$ cat src/rtl/core/apd_pkg.sv
package apd_pkg;

    localparam int FRAC_BITS_DEF = 16;
    localparam int MAX_STEPS_DEF = 4096;

    // shared multiplier operand and product widths
    localparam int MUL_AW = 36;
    localparam int MUL_BW = 33;
    localparam int MUL_PW = MUL_AW + MUL_BW;

    localparam int SUM_W  = 36;
    localparam int WIDE_W = 72;
    localparam int DIV3_DIGITS = 8;

    localparam int CFG_IDX_W  = 1;
    localparam int CFG_DATA_W = 31;
    localparam logic [CFG_IDX_W-1:0] CFG_DRAG_AREA = 1'b0;
    localparam logic [CFG_IDX_W-1:0] CFG_MASS      = 1'b1;
    localparam logic [CFG_DATA_W-1:0] CFG_RESET_VAL = 31'd65536;

    typedef struct packed {
        logic signed [31:0] start_time;
        logic signed [31:0] altitude;
        logic signed [31:0] vert_velocity;
        logic signed [31:0] horiz_velocity;
        logic [23:0]        drag_coeff;
    } t_in;

    typedef struct packed {
        logic signed [31:0] apogee;
        logic               step_limit_hit;
    } t_out;

    localparam logic signed [WIDE_W-1:0] S32_MAX = 72'sd2147483647;
    localparam logic signed [WIDE_W-1:0] S32_MIN = -72'sd2147483648;

    function automatic logic signed [31:0] sat32(input logic signed [WIDE_W-1:0] v);
        logic signed [31:0] r;
        if (v > S32_MAX) begin
            r = 32'sh7FFF_FFFF;
        end else if (v < S32_MIN) begin
            r = 32'sh8000_0000;
        end else begin
            r = 32'(v);
        end
        return r;
    endfunction

endpackage

$ cat src/rtl/core/apd_mul.sv
module apd_mul import apd_pkg::*; (
    input  logic                     i_clk,
    input  logic signed [MUL_AW-1:0] i_a,
    input  logic signed [MUL_BW-1:0] i_b,
    output logic signed [MUL_PW-1:0] o_p
);

    logic signed [MUL_PW-1:0] r_p;

    // one signed multiply, product registered
    always_ff @(posedge i_clk) begin
        r_p <= MUL_PW'(i_a) * MUL_PW'(i_b);
    end

    assign o_p = r_p;

endmodule

$ cat config.mk
export PLATFORM = sky130hd
export DESIGN_NAME = apd_mul
export DESIGN_NICKNAME = d
export VERILOG_FILES = /design/src/rtl/core/apd_pkg.sv /design/src/rtl/core/apd_mul.sv
export SDC_FILE = /design/constraint.sdc
export NUM_CORES = 2
export LEC_CHECK = 0
export ABC_AREA = 1
export BUFFER_PORTS_ARGS = -buffer_cell sky130_fd_sc_hd__clkbuf_2
export CORE_UTILIZATION = 54
export CTS_CLUSTER_DIAMETER = 50
export CTS_CLUSTER_SIZE = 12
export DETAILED_ROUTE_END_ITERATION = 8
export PLACE_DENSITY_LB_ADDON = 0.12
export SYNTH_ARGS = -nofsm -noshare
export SYNTH_HDL_FRONTEND = slang
export SYNTH_SLANG_ARGS = --single-unit
$ cat constraint.sdc
create_clock -name i_clk -period 7.57 [get_ports i_clk]
set_input_delay 0.3785 -clock i_clk [delete_from_list [all_inputs] [get_ports i_clk]]
set_output_delay 0.3785 -clock i_clk [all_outputs]
set_load 0.05 [all_outputs]
==> results.py <==
metrics = {
    "clocking": {
        "cts_tree": "built",
        "clk_pin_slew_ns": 0.07,
        "ctsHoldBuffers": 0,
        "clock-sinks": 69,
        "cts-root-buf": "clkbuf_16",
        "numCtsBuffers": 9,
        "cts.repair.resized": 0,
        "post_cts_buffers": 0,
        "clockBufferDepth": 2,
        "htree_levels": 3,
    },
    "critical_path": {
        "cp.arrival_ns": 7.46,
        "slowest_delay_ns": 0.62,
        "path_buf_inv": 8,
        "crit_top_cell": "fa_1",
        "path_depth": 27,
        "critPathKind": "in -> reg",
        "slowest_stage": "fa_1",
        "path_max_fanout": 19,
        "critPathRequiredTime_ns": 7.89,
        "path_delay_family": "adder cells",
        "cp-start-kind": "input port",
        "endpoint_kind": "flop",
    },
    "logic_synthesis": {
        "synth.distinct_cells": 36,
        "syn_area_per_cell_um2": 7.79,
        "synth_top_area_share_pct": 53.2,
        "ys_seq_area_share_pct": 2.97,
        "netlist_area_um2": 46500,
        "syn_nets": 7509,
        "synth.area.top_cells": "fa_1 (53%), inv_1 (17%), nand2_1 (13%)",
        "synth-seq-cells": 69,
        "synth_cells": 5978,
        "synth_top_area_cell": "fa_1",
        "yosys_warnings": 0,
    },
    "final_layout": {
        "n_fill_cell": 8050,
        "layout-drive-gt1-share_pct": 8.30,
        "largest_reg_flops": 69,
        "finalNetCount": 7631,
        "final_cell_mix": "inv_1 (2061), nand2_1 (1663), fa_1 (1238), ha_1 (223), buf_4 (220)",
        "syn_to_final_growth_pct": 7.73,
        "layout.cells.most_common": "inv_1",
    },
    "global_route": {
        "antenna_found_initial": 3,
        "grt_max_degree": 37,
        "grt_pass1_wl_um": 211000,
        "grt_overflow": 0,
        "grt_pass1_vias": 38600,
        "gr-usage-all-layers_pct": 31.6,
    },
    "outcome": {
        "status": "finished clean",
    },
    "placement": {
        "gp_congestion": 0.984,
        "hpwl_um": 116000,
        "portBuffers": 138,
    },
    "detailed_routing": {
        "drt_iter0_drc": 2015,
        "wl_um": 128000,
        "dr.pass1.iters": 6,
        "post_drt_wl_per_cell_um": 17.7,
        "vias": 35500,
        "ant_nets": 0,
        "drc": 0,
        "via_per_inst": 4.90,
    },
    "job": {
        "drv_cap": 0,
    },
    "timing": {
        "fin_tns_setup_ns": 0,
        "period_share_pct": 94.3,
        "fmax_mhz": 140,
        "setup_viol": 0,
        "rsz0062_at_grt": "no",
        "relSlewSlack_pct": 51.5,
        "fin_crit_ns": 7.14,
        "final_hold_viol_count": 0,
        "finalMaxSlewViolations": 0,
        "worst_slew_pin_slew_ns": 0.728,
    },
    "die": {
        "die_h_um": 296,
        "rows": 107,
        "die_area_um2": 87400,
        "start_util_pct": 54.6,
        "io_pins": 139,
        "die_w_um": 296,
        "core_um2": 85300,
    },
    "min_path": {
        "hold_class": "in -> reg",
        "worstHoldPathCells": 4,
    },
}
[cell families (layout without fill, tap and decap cells)]
family | count (synthesis) | count (layout) | synth area share (%)
and+or+nand+nor | 1963 | 1963 | 16.9
other | 0 | 1 | 0
xor gates and xnor gates | 45 | 45 | 0.847
DFF | 69 | 69 | 2.97
adders and majority gates | 1461 | 1461 | 59.2
buffers and inverters | 2345 | 2472 | 18.9
AOI/OAI and AO/OA | 95 | 95 | 1.12
[per-layer routing]
layer / part of all wire [%] / GRT usage, % / vias up
li1: - / - / 16300
met4: 3.6 / 9.77 / 2
met5: 0.0094 / 0 / -
met3: 5.5 / 3.19 / 216
met2: 51 / 56.6 / 1005
met1: 40 / 40.1 / 18000
[layout make-up]
cell class / count / area [um^2] / area share (%)
Sequential cell: 69 / 1380 / 2.75
Multi-Input combinational cell: 3564 / 36400 / 72.5
Antenna cell: 1 / 2.50 / 0.00499
Clock inverter: 4 / 47.5 / 0.0948
Clock buffer: 12 / 246 / 0.492
Timing Repair Buffer: 386 / 2900 / 5.79
Inverter: 2070 / 7770 / 15.5
Tap cell: 1144 / 1430 / 2.85
[path summary, 6_finish.rpt]
check	slack, ns	start	end
max	0.43	i_a[35]	o_p[56]
min	0.81	i_b[0]	o_p[0]
[cells in the mapped netlist]
| cell type | count |
|---|---|
| nor3_1 | 8 |
| nor3_2 | 5 |
| nand3_2 | 12 |
| nor3_4 | 1 |
| o21a_1 | 1 |
| ha_1 | 223 |
| nor2_4 | 5 |
| clkinv_1 | 3 |
| buf_1 | 1 |
| o21ai_0 | 19 |
| nand2_1 | 1663 |
| and2_1 | 2 |
| a21oi_2 | 2 |
| inv_2 | 6 |
| dfxtp_1 | 69 |
| nor2_2 | 28 |
| and3_1 | 1 |
| xor2_1 | 38 |
| nand3b_1 | 3 |
| nor2_1 | 103 |
| fa_1 | 1238 |
| o21ai_1 | 2 |
| clkbuf_1 | 274 |
| a21oi_1 | 59 |
| nand3_1 | 65 |
| nor4_1 | 2 |
| o21bai_1 | 10 |
| nand2b_1 | 1 |
| or2_2 | 7 |
| nand2_2 | 39 |
| nand4_1 | 17 |
| o21bai_2 | 1 |
| nand2_4 | 1 |
| xnor2_1 | 7 |
| inv_1 | 2061 |
| a21boi_0 | 1 |
[metrics by stage]
stage          hold slack (ns)  utilization, %  area (um^2)  setup slack, ns  instances
2_1_floorplan            0.694               -        46500            0.378       5978
3_3_place_gp             0.874            58.5        49900            0.157       7233
3_5_place_dp             0.876            58.5        49900           0.0852       7233
4_1_cts                  0.766            58.8        50100            0.473       7249
5_1_grt                  0.819            58.8        50100           0.0379       7250
6_report                 0.809            58.8        50100            0.428       7250
Power is left out: the tool's default activity adds up to more than one toggle a clock period on the data nets, which glitch-free logic cannot reach.
