### src/rtl/core/apd_pkg.sv
package apd_pkg;

    localparam int FRAC_BITS_DEF = 16;
    localparam int MAX_STEPS_DEF = 4096;

    // shared multiplier operand and product widths
    localparam int MUL_AW = 36;
    localparam int MUL_BW = 33;
    localparam int MUL_PW = MUL_AW + MUL_BW;

    localparam int SUM_W  = 36;
    localparam int WIDE_W = 72;
    localparam int DIV3_DIGITS = 8;

    localparam int CFG_IDX_W  = 1;
    localparam int CFG_DATA_W = 31;
    localparam logic [CFG_IDX_W-1:0] CFG_DRAG_AREA = 1'b0;
    localparam logic [CFG_IDX_W-1:0] CFG_MASS      = 1'b1;
    localparam logic [CFG_DATA_W-1:0] CFG_RESET_VAL = 31'd65536;

    typedef struct packed {
        logic signed [31:0] start_time;
        logic signed [31:0] altitude;
        logic signed [31:0] vert_velocity;
        logic signed [31:0] horiz_velocity;
        logic [23:0]        drag_coeff;
    } t_in;

    typedef struct packed {
        logic signed [31:0] apogee;
        logic               step_limit_hit;
    } t_out;

    localparam logic signed [WIDE_W-1:0] S32_MAX = 72'sd2147483647;
    localparam logic signed [WIDE_W-1:0] S32_MIN = -72'sd2147483648;

    function automatic logic signed [31:0] sat32(input logic signed [WIDE_W-1:0] v);
        logic signed [31:0] r;
        if (v > S32_MAX) begin
            r = 32'sh7FFF_FFFF;
        end else if (v < S32_MIN) begin
            r = 32'sh8000_0000;
        end else begin
            r = 32'(v);
        end
        return r;
    endfunction

endpackage

### src/rtl/core/apd_kdiv.sv
module apd_kdiv import apd_pkg::*; #(
    parameter int DW = 55 + FRAC_BITS_DEF
) (
    input  logic          i_clk,
    input  logic          i_rst_n,
    input  logic          i_start,
    input  logic [DW-1:0] i_dividend,
    input  logic [31:0]   i_divisor,
    output logic          o_done,
    output logic [DW-1:0] o_quot
);

    localparam int CW = $clog2(DW + 1);

    logic [DW-1:0] r_q;
    logic [31:0]   r_rem;
    logic [31:0]   r_div;
    logic [CW-1:0] r_cnt;
    logic          r_busy;
    logic          r_done;
    logic [32:0]   w_rr;
    logic          w_ge;

    // restoring division, one quotient bit per cycle
    assign w_rr = {r_rem, r_q[DW-1]};
    assign w_ge = w_rr >= {1'b0, r_div};

    always_ff @(posedge i_clk) begin
        if (!i_rst_n) begin
            r_busy <= 1'b0;
            r_done <= 1'b0;
        end else begin
            r_done <= 1'b0;
            if (i_start) begin
                r_q    <= i_dividend;
                r_rem  <= '0;
                r_div  <= i_divisor;
                r_cnt  <= CW'(DW);
                r_busy <= 1'b1;
            end else if (r_busy) begin
                r_rem <= w_ge ? 32'(w_rr - {1'b0, r_div}) : w_rr[31:0];
                r_q   <= {r_q[DW-2:0], w_ge};
                r_cnt <= r_cnt - 1'b1;
                if (r_cnt == CW'(1)) begin
                    r_busy <= 1'b0;
                    r_done <= 1'b1;
                end
            end
        end
    end

    assign o_done = r_done;
    assign o_quot = r_q;

endmodule

### config.mk
export PLATFORM = sky130hd
export DESIGN_NAME = apd_kdiv
export DESIGN_NICKNAME = d
export VERILOG_FILES = /design/src/rtl/core/apd_pkg.sv /design/src/rtl/core/apd_kdiv.sv
export SDC_FILE = /design/constraint.sdc
export NUM_CORES = 1
export LEC_CHECK = 0
export ABC_AREA = 1
export BUFFER_PORTS_ARGS = -buffer_cell sky130_fd_sc_hd__buf_2
export CORE_MARGIN = 2
export CORE_UTILIZATION = 56
export DETAILED_ROUTE_END_ITERATION = 6
export PLACE_DENSITY = 0.92
export SLEW_MARGIN = 20
export SYNTH_ARGS = -nofsm -noshare
export SYNTH_HDL_FRONTEND = slang
export SYNTH_SLANG_ARGS = --single-unit
### constraint.sdc
create_clock -name i_clk -period 6.2 [get_ports i_clk]
set_input_delay 1.55 -clock i_clk [delete_from_list [all_inputs] [get_ports i_clk]]
set_output_delay 1.55 -clock i_clk [all_outputs]
set_load 0.02 [all_outputs]
==> out/results.ini <==
[placed_design]
routabilityCongestion = 0.944
portBuffers = 177
hpwlAfterDp_mm = 16.9

[power]
power.share.switching_pct = 34.1
vdd_drop_max_v = 0.000221
intPower_mw = 2.05
clkPwrFrac_pct = 32.0
p_comb_share_pct = 28.0
total_power_mw = 3.11
power_frac_seq_pct = 40.1
p_per_area_mw_per_mm2 = 296
power_leakage_nw = 5.52
p_switching_mw = 1.06

[global_routing]
grt_max_degree = 80
grt_overflow = 0
antenna_found_initial = 1
grt_pass1_vias = 7445
grt_pass1_wl_mm = 35.8
grt_usage_pct = 27.4

[die]
core_area_mm2 = 0.0157
rows = 46
die_area_mm2 = 0.0169
initial_core_util_pct = 56.6
io-pin-count = 178
die_y_um = 130
die_w_um = 130

[outcome]
run_status = completed

[critical_path]
end_kind = register
required_ns = 6.38
path_class = input port to register
reg2reg_to = r_rem[27]$_SDFFCE_PP0P_
r2r_start = r_rem[19]$_SDFFCE_PP0P_
cp_max_fo = 79
cp-start-kind = input port
r2r_setup_slack_ns = 3.57
ff2ff_path_depth = 14
worstPathArrival_ns = 3.62

[finish]
syn_to_final_growth_pct = 18.1
final_nets = 1457
fillers = 1282
num_antenna_cells = 0
layout-drive-gt1-share_pct = 19.8

[clock_tree]
cts.sinks = 144
clkLatencyLatePin_ns = 0.43
ctsLongestPathBuffers = 2
cts_setup_buffers = 0
clkTransAtPathRegs_ns = 0.06
cts_root_buf = clkbuf_16
cts.repair.resized = 0
htree_num_levels = 4
tritoncts = yes
cts_buffers = 17
hold_buffers = 0

[min_path]
min_path_cells = 2
hold_end = o_quot[35]$_DFFE_PP_
hold_path.class = register to register
worstHoldStart = o_quot[34]$_DFFE_PP_

[logic_synthesis]
postSynthCellCount = 1144
synthMuxAreaShare_pct = 0
synthesis.area_mm2 = 0.00889
yosys_warnings = 0
synth_top_family_by_area = simple AND/OR/NAND/NOR gates
synth_compound_area_share_pct = 1.87
yosysMostFrequentCell = nand2_1
async_flop_share_pct = 0
yosys.area_share.simple_pct = 34.0
synth_top_area_share_pct = 48.0
ys_seq_area_share_pct = 48.4
ys.flop_type = edfxtp_1
yosys_register_bits = 144
avgSynthCellArea_um2 = 7.77
synth.area.top_cells = edfxtp_1, nand2_1, inv_1
ys_top_cells_by_count = nand2_1, inv_1, edfxtp_1
synthAdderAreaFrac_pct = 5.01
synth-xor-area-share_pct = 1.58
ys_types = 34
yosysTopAreaCell = edfxtp_1
synth-edff-count = 142
synth_nets = 1285

[sta]
fin_crit_sh_pct = 55.5
fmax_ghz = 0.290
max_slew_margin_pct = 27.5
final_hold_viol_count = 0
clock_skew_ns = 0.00961
period_minus_slack_ns = 3.44
tightestPinTransition_ns = 1.09
rsz0062_at_grt = false
setup-tns-final_ns = 0
maxSlewViolCount = 0
setup_viol = 0

[drt]
topRoutingLayerUsed = met5
drc = 0
firstDrtPassIters = 5
met2_length_mm = 11.3
drtIter0Drc = 515
met1_length_mm = 9.08
met3_length_mm = 1.62
wl_per_cell_um = 14.6
routed_wl_mm = 22.6
ant_nets = 0
vias = 7789
routed_via_density = 5.04

[job]
drv_cap = 0

## worst max-delay path by stage
stage / from / end / slack (ns) / cells past startpoint
floorplan: i_start / o_quot[0]$_DFFE_PP_ / 1.18 / 4
global route: i_start / o_quot[53]$_DFFE_PP_ / 2.57 / 6
CTS: i_start / r_cnt[1]$_SDFFCE_PP1P_ / 2.78 / 5
detailed placement: i_start / o_quot[14]$_DFFE_PP_ / 2.34 / 6
global placement: i_start / r_cnt[0]$_SDFFCE_PP1P_ / 2.40 / 5
finish: i_start / o_quot[14]$_DFFE_PP_ / 2.76 / 6
## registers in the layout, indices dropped and copies added (netlist names)
signal / flops
o_quot: 71
r_div: 32
r_rem: 32
r_cnt: 7
o_done: 1
r_busy: 1
## layout make-up
cell class                 count  area (um^2)  area share [%]
tap                          216          270            2.57
timing repair buffer         181          916            8.72
sequential                   144         4300            41.0
inverter                     176          666            6.34
multi-input combinational    796         3790            36.0
clock inverter                14          133            1.26
clock buffer                  18          429            4.09
## placed cells by master (no fill, tap or decap), types with 10 or more instances in the layout
| cell type | netlist | final |
|---|---|---|
| a21oi_1 | 23 | 23 |
| and2_1 | 10 | 10 |
| buf_2 | 6 | 177 |
| clkbuf_16 | 0 | 17 |
| edfxtp_1 | 142 | 142 |
| ha_1 | 34 | 34 |
| inv_1 | 169 | 169 |
| nand2_1 | 514 | 513 |
| nand3_1 | 30 | 30 |
| nand3b_1 | 22 | 22 |
| nor2_1 | 85 | 85 |
| nor2_2 | 24 | 24 |
| xor2_1 | 15 | 15 |
## power by group through the flow
stage	logic, mW	registers, mW	clock network [mW]
2_1_floorplan	0.599	1.31	0
3_3_place_gp	0.844	1.26	0
3_5_place_dp	0.866	1.26	0
4_1_cts	0.869	1.25	1.00
5_1_grt	0.981	1.26	1.04
6_report	0.870	1.25	0.995
## logic make-up after synthesis
kind of cell,count (synthesis)
fa+ha+maj,35
compound gates,31
simple gates,714
flops,144
buf+inv,204
xor+xnor,16
## through the flow
stage | util (%) | cells | hold WS [ns] | worst slack (ns) | area (um^2)
after CTS | 66.8 | 1545 | 0.544 | 2.78 | 10500
after floorplan | - | 1144 | 0.452 | 1.18 | 8890
after global placement | 63.3 | 1513 | 0.517 | 2.40 | 9940
after detailed placement | 63.3 | 1513 | 0.523 | 2.34 | 9940
final | 66.8 | 1545 | 0.545 | 2.76 | 10500
after global routing | 66.8 | 1545 | 0.561 | 2.57 | 10500
## routing by layer
layer	global-route usage [%]	vias to the layer above
li1	-	3885
met5	0	-
met4	9.55	2
met1	33.2	3551
met2	48.2	303
met3	6.31	48
## critical path: stages
cell and delay (ns):
buf_2 0.10, buf_4 0.62, inv_2 0.65, buf_4 0.48, nand2_1 0.13, nand2_1 0.07
No activity file was read; power rests on OpenSTA's default activity.
