### src/rtl/core/apd_pkg.sv
package apd_pkg;

    localparam int FRAC_BITS_DEF = 16;
    localparam int MAX_STEPS_DEF = 4096;

    // shared multiplier operand and product widths
    localparam int MUL_AW = 36;
    localparam int MUL_BW = 33;
    localparam int MUL_PW = MUL_AW + MUL_BW;

    localparam int SUM_W  = 36;
    localparam int WIDE_W = 72;
    localparam int DIV3_DIGITS = 8;

    localparam int CFG_IDX_W  = 1;
    localparam int CFG_DATA_W = 31;
    localparam logic [CFG_IDX_W-1:0] CFG_DRAG_AREA = 1'b0;
    localparam logic [CFG_IDX_W-1:0] CFG_MASS      = 1'b1;
    localparam logic [CFG_DATA_W-1:0] CFG_RESET_VAL = 31'd65536;

    typedef struct packed {
        logic signed [31:0] start_time;
        logic signed [31:0] altitude;
        logic signed [31:0] vert_velocity;
        logic signed [31:0] horiz_velocity;
        logic [23:0]        drag_coeff;
    } t_in;

    typedef struct packed {
        logic signed [31:0] apogee;
        logic               step_limit_hit;
    } t_out;

    localparam logic signed [WIDE_W-1:0] S32_MAX = 72'sd2147483647;
    localparam logic signed [WIDE_W-1:0] S32_MIN = -72'sd2147483648;

    function automatic logic signed [31:0] sat32(input logic signed [WIDE_W-1:0] v);
        logic signed [31:0] r;
        if (v > S32_MAX) begin
            r = 32'sh7FFF_FFFF;
        end else if (v < S32_MIN) begin
            r = 32'sh8000_0000;
        end else begin
            r = 32'(v);
        end
        return r;
    endfunction

endpackage

### src/rtl/core/apd_div3.sv
module apd_div3 import apd_pkg::*; #(
    parameter int W = MUL_PW
) (
    input  logic         i_clk,
    input  logic         i_rst_n,
    input  logic         i_start,
    input  logic [W-1:0] i_val,
    output logic         o_done,
    output logic [W-1:0] o_quot
);

    localparam int CH = (W + DIV3_DIGITS - 1) / DIV3_DIGITS;
    localparam int PW = CH * DIV3_DIGITS;
    localparam int CW = $clog2(CH + 1);

    logic [PW-1:0]          r_val;
    logic [PW-1:0]          r_q;
    logic [1:0]             r_rem;
    logic [CW-1:0]          r_cnt;
    logic                   r_busy;
    logic                   r_done;
    logic [DIV3_DIGITS-1:0] w_chunk;
    logic [1:0]             w_rem;

    // divide by three, DIV3_DIGITS quotient bits at a time
    always_comb begin
        logic [2:0] rr;
        logic [1:0] rem;
        rem = r_rem;
        for (int i = 0; i < DIV3_DIGITS; i++) begin
            rr = {rem, r_val[PW-1-i]};
            if (rr >= 3'd3) begin
                w_chunk[DIV3_DIGITS-1-i] = 1'b1;
                rem = 2'(rr - 3'd3);
            end else begin
                w_chunk[DIV3_DIGITS-1-i] = 1'b0;
                rem = rr[1:0];
            end
        end
        w_rem = rem;
    end

    always_ff @(posedge i_clk) begin
        if (!i_rst_n) begin
            r_busy <= 1'b0;
            r_done <= 1'b0;
        end else begin
            r_done <= 1'b0;
            if (i_start) begin
                r_val  <= PW'(i_val);
                r_rem  <= '0;
                r_cnt  <= CW'(CH);
                r_busy <= 1'b1;
            end else if (r_busy) begin
                r_val <= r_val << DIV3_DIGITS;
                r_q   <= {r_q[PW-DIV3_DIGITS-1:0], w_chunk};
                r_rem <= w_rem;
                r_cnt <= r_cnt - 1'b1;
                if (r_cnt == CW'(1)) begin
                    r_busy <= 1'b0;
                    r_done <= 1'b1;
                end
            end
        end
    end

    assign o_done = r_done;
    assign o_quot = r_q[W-1:0];

endmodule

### config.mk
export PLATFORM = sky130hd
export DESIGN_NAME = apd_div3
export DESIGN_NICKNAME = d
export VERILOG_FILES = /design/src/rtl/core/apd_pkg.sv /design/src/rtl/core/apd_div3.sv
export SDC_FILE = /design/constraint.sdc
export NUM_CORES = 1
export LEC_CHECK = 0
export ABC_AREA = 1
export BUFFER_PORTS_ARGS = -buffer_cell sky130_fd_sc_hd__buf_2
export CAP_MARGIN = 30
export CORE_ASPECT_RATIO = 0.75
export CORE_MARGIN = 8
export CORE_UTILIZATION = 50
export CTS_BUF_LIST = sky130_fd_sc_hd__clkbuf_8 sky130_fd_sc_hd__clkbuf_16
export DETAILED_ROUTE_END_ITERATION = 8
export PLACE_DENSITY = 0.75
export SLEW_MARGIN = 20
export SYNTH_ARGS = -nofsm -noshare
export SYNTH_HDL_FRONTEND = slang
export SYNTH_SLANG_ARGS = --single-unit
### constraint.sdc
create_clock -name i_clk -period 21.1 [get_ports i_clk]
set_input_delay 1.055 -clock i_clk [delete_from_list [all_inputs] [get_ports i_clk]]
set_output_delay 1.055 -clock i_clk [all_outputs]
set_load 0.05 [all_outputs]
==> reports/qor.csv <==
stage,metric,value,unit
worst_setup_path,critical_path_buf_inv_count,11,
die,design.die.area,16000,µm²
power,p_leak,3.39,nW
sta,setup_viol,0,
clocking,cts_buffer_depth,2,
detailed_routing,vias_per_cell,4.78,
clocking,cts_resized,0,
detailed_routing,via_count_of_the_routed_design,3979,
worst_setup_path,critical_path_arrival,5.38,ns
worst_setup_path,path_max_fanout,6,
worst_setup_path,timing.rr.start,r_val[71],
clocking,clk-insertion-delay-late,0.41,ns
sta,relSlewSlack,44.6,%
detailed_routing,antenna_violating_nets_post_route,0,
worst_setup_path,cp_common_cell,sky130_fd_sc_hd__inv_1,
worst_setup_path,crit-reg2reg-capture,r_q[0],
clocking,cts_inserted_buffers,17,
detailed_routing,detail_route.iter0.violations,265,
grt,grt_use_total,15.0,%
yosys,muxShareOfSynthArea,0,%
hold_path,min-delay-start,r_q[14],
finish,share_of_layout_cells_above_drive_strength_1,32.4,%
clocking,cts.repair_timing.setup_buffer_count,0,
sta,timing.setup.tns,0,ns
sta,final-hold-violation-count,0,
die,die_height,111,µm
power,power_per_cell_area,102,nW/µm²
grt,grt_start_max_net_pins,79,
clocking,tritoncts_num_sinks,149,
sta,final_max_slew_viol_count,0,
yosys,synthesized_instance_count,504,
yosys,average_size_of_a_mapped_cell,12.0,µm²
clocking,holdBufCountCts,0,
sta,grt_setup_unrepaired,false,
hold_path,hold-path-endpoint,r_q[22],
clocking,tritoncts_clock_tree,done,
sta,fin_crit_sh,24.7,%
yosys,synth_compound_gate_area_share,1.79,%
worst_setup_path,crit_required,21.27,ns
finish,filler_cell_count,969,
yosys,synth_warnings,0,
detailed_routing,first_pass_iters,5,
yosys,mappedNetlistArea,6070,µm²
clocking,cts-htree-levels,4,
die,design.core.area,12100,µm²
yosys,synth-seq-cells,149,
worst_setup_path,timing.critical_path.from_type,register,
placement,place_hpwl,8.18,mm
worst_setup_path,r2r_slack,15.89,ns
yosys,yosys.area_share.xor_xnor,0.144,%
status,run_status,"finished, final reports clean",
yosys,synth.yosys.seq_area_share,73.4,%
yosys,synth_fp_nets,586,
worst_setup_path,crit_path_end_kind,register,
worst_setup_path,crit_path_max_incr_delay,0.44,ns
yosys,post_synth_num_cell_types,28,
run,cap_viol_max_count,0,
worst_setup_path,critical_path_class,reg -> reg,
finish,layout-area-overhead-vs-synth,24.6,%
detailed_routing,drc,0,
hold_path,hold_path_class,reg -> reg,
die,effective_utilization_at_floorplan,50.2,%
sta,tightest_slew,0.831,ns
die,placementRows,35,
grt,antenna_found_initial,0,
worst_setup_path,crit_path_max_delay_family,simple AND/OR/NAND/NOR gates,
grt,grt.overflow.total,0,
grt,global_route_wire_length_before_repair,19.0,mm
yosys,main_combinational_cell_family_by_area_after_synthesis,simple AND/OR/NAND/NOR gates,
yosys,post_synth_and_or_nand_nor_area_fraction,18.6,%
placement,globalplace.congestion,0.793,
clocking,clk_pin_slew_worst_setup_hold_paths,0.06,ns
die,die_w,143,µm
sta,min_period,5.21,ns
finish,antenna_cells_inserted,0,
finish,number_of_nets_in_the_layout,735,
sta,achievable-frequency,192,MHz
detailed_routing,routed_wirelength,11.6,mm
power,totalPowerFinal,0.769,mW
worst_setup_path,timing.critical_path.from,r_val[71],
yosys,synth_fa_ha_area_share,2.06,%
power,vdd.ir_drop.worst,0.0589,mV
worst_setup_path,path_depth,43,
clocking,ctsRootBufferMaster,sky130_fd_sc_hd__clkbuf_16,
sta,clock-skew-final,0.0104,ns
worst_setup_path,critical-path-slowest-cell,sky130_fd_sc_hd__edfxtp_1,
grt,first_global_vias,4034,
hold_path,hold_depth,0,
detailed_routing,post_drt_wl_per_cell,14.0,µm
worst_setup_path,rr_worst_depth,43,
die,ios,142,
placement,numPortBuffers,141,
[worst max-delay path by stage]
| stage | end |
|---|---|
| 6_report | r_q[0] |
| 5_1_grt | r_q[0] |
| 4_1_cts | r_q[0] |
| 3_5_place_dp | r_q[0] |
| 3_3_place_gp | r_q[0] |
| 2_1_floorplan | r_cnt[0] |
[final cells by class]
| cell class | count | area [µm²] | share of cell area (%) |
|---|---|---|---|
| timing repair buffer | 146 | 763 | 10.1 |
| inverter | 48 | 180 | 2.38 |
| clock buffer | 17 | 425 | 5.62 |
| tap | 166 | 208 | 2.74 |
| clock inverter | 15 | 145 | 1.92 |
| sequential | 149 | 4450 | 58.9 |
| multi-input combinational | 291 | 1390 | 18.4 |
[cell usage in the layout, fill, tap and decap left out, types with 3 or more instances in the layout]
cell	count
sky130_fd_sc_hd__clkinvlp_4	3
sky130_fd_sc_hd__clkbuf_16	17
sky130_fd_sc_hd__nand2_2	17
sky130_fd_sc_hd__nand4_1	3
sky130_fd_sc_hd__buf_2	141
sky130_fd_sc_hd__nand2_1	219
sky130_fd_sc_hd__nand3_1	8
sky130_fd_sc_hd__inv_2	4
sky130_fd_sc_hd__nor2_4	4
sky130_fd_sc_hd__ha_1	10
sky130_fd_sc_hd__inv_6	5
sky130_fd_sc_hd__nand3_2	7
sky130_fd_sc_hd__nor2_1	5
sky130_fd_sc_hd__edfxtp_1	147
sky130_fd_sc_hd__inv_1	45
sky130_fd_sc_hd__buf_4	4
[stage by stage]
stage               hold slack, ns  cell area (µm²)  util (%)  cells  worst slack (ns)
floorplan                    0.436             6070         -    504             13.54
global placement             0.424             6970      57.7    799             16.24
detailed placement           0.426             6970      57.7    799             15.85
CTS                          0.443             7540      62.4    831             15.82
global route                 0.454             7570      62.6    832             15.36
finish                       0.442             7570      62.6    832             15.89
[flip-flops by register name, summed over array words and instances, names as in the netlist]
name,cells
o_done,1
r_busy,1
r_cnt,4
r_q,69
r_rem,2
r_val,72
[power by group]
group | total, mW | switching, mW | internal, mW | leakage, nW
Clock | 0.287 | 0.122 | 0.165 | 0.276
Combinational | 0.126 | 0.0831 | 0.0429 | 1.71
Sequential | 0.356 | 0.00695 | 0.349 | 1.40
Total | 0.769 | 0.212 | 0.557 | 3.39
[worst register-to-register path: cells and delay by family (launching register included)]
family	cells	cell delay [ns]
compound gates	1	0.16
fa+ha+maj	8	1.47
buf+inv	11	0.77
flops	1	0.44
simple gates	23	2.11
[cell families after synthesis]
group                    after synthesis
AO/OA/AOI/OAI                         14
adder cells (fa/ha/maj)               10
AND/OR/NAND/NOR                      266
flip-flops                           149
XOR/XNOR                               1
buffers and inverters                 64
[cell usage after synthesis]
library cell / number / share of area [%]
sky130_fd_sc_hd__o21ai_2: 1 / 0.14
sky130_fd_sc_hd__nor2_1: 6 / 0.37
sky130_fd_sc_hd__nand2_1: 219 / 14
sky130_fd_sc_hd__edfxtp_1: 147 / 73
sky130_fd_sc_hd__nor2_2: 1 / 0.10
sky130_fd_sc_hd__buf_4: 1 / 0.12
sky130_fd_sc_hd__o21bai_2: 1 / 0.19
sky130_fd_sc_hd__a21oi_1: 1 / 0.082
sky130_fd_sc_hd__nand2_2: 17 / 1.8
sky130_fd_sc_hd__ha_1: 10 / 2.1
sky130_fd_sc_hd__o31ai_1: 1 / 0.12
sky130_fd_sc_hd__nand3_2: 7 / 1.2
sky130_fd_sc_hd__a21oi_4: 1 / 0.27
sky130_fd_sc_hd__xnor2_1: 1 / 0.14
sky130_fd_sc_hd__nor2_4: 3 / 0.56
sky130_fd_sc_hd__inv_1: 45 / 2.8
sky130_fd_sc_hd__dfxtp_1: 2 / 0.66
sky130_fd_sc_hd__o21bai_1: 2 / 0.25
sky130_fd_sc_hd__clkbuf_1: 15 / 0.93
sky130_fd_sc_hd__a21oi_2: 2 / 0.29
sky130_fd_sc_hd__nand4_1: 3 / 0.31
sky130_fd_sc_hd__and2_1: 1 / 0.10
sky130_fd_sc_hd__nor3_1: 1 / 0.082
sky130_fd_sc_hd__o211ai_1: 1 / 0.12
sky130_fd_sc_hd__o21ai_1: 2 / 0.16
sky130_fd_sc_hd__inv_2: 3 / 0.19
sky130_fd_sc_hd__nand3_1: 8 / 0.66
sky130_fd_sc_hd__o21ai_0: 2 / 0.16
[routing by layer]
metal / vias to the layer above / wire, µm / GRT usage, %
met5: - / 0 / 0
met4: 0 / 146 / 6.36
met3: 14 / 1190 / 5.86
met2: 141 / 5230 / 23.1
met1: 1857 / 5080 / 18.6
li1: 1967 / - / -
Note: power is estimated with default switching activity, not from simulation.
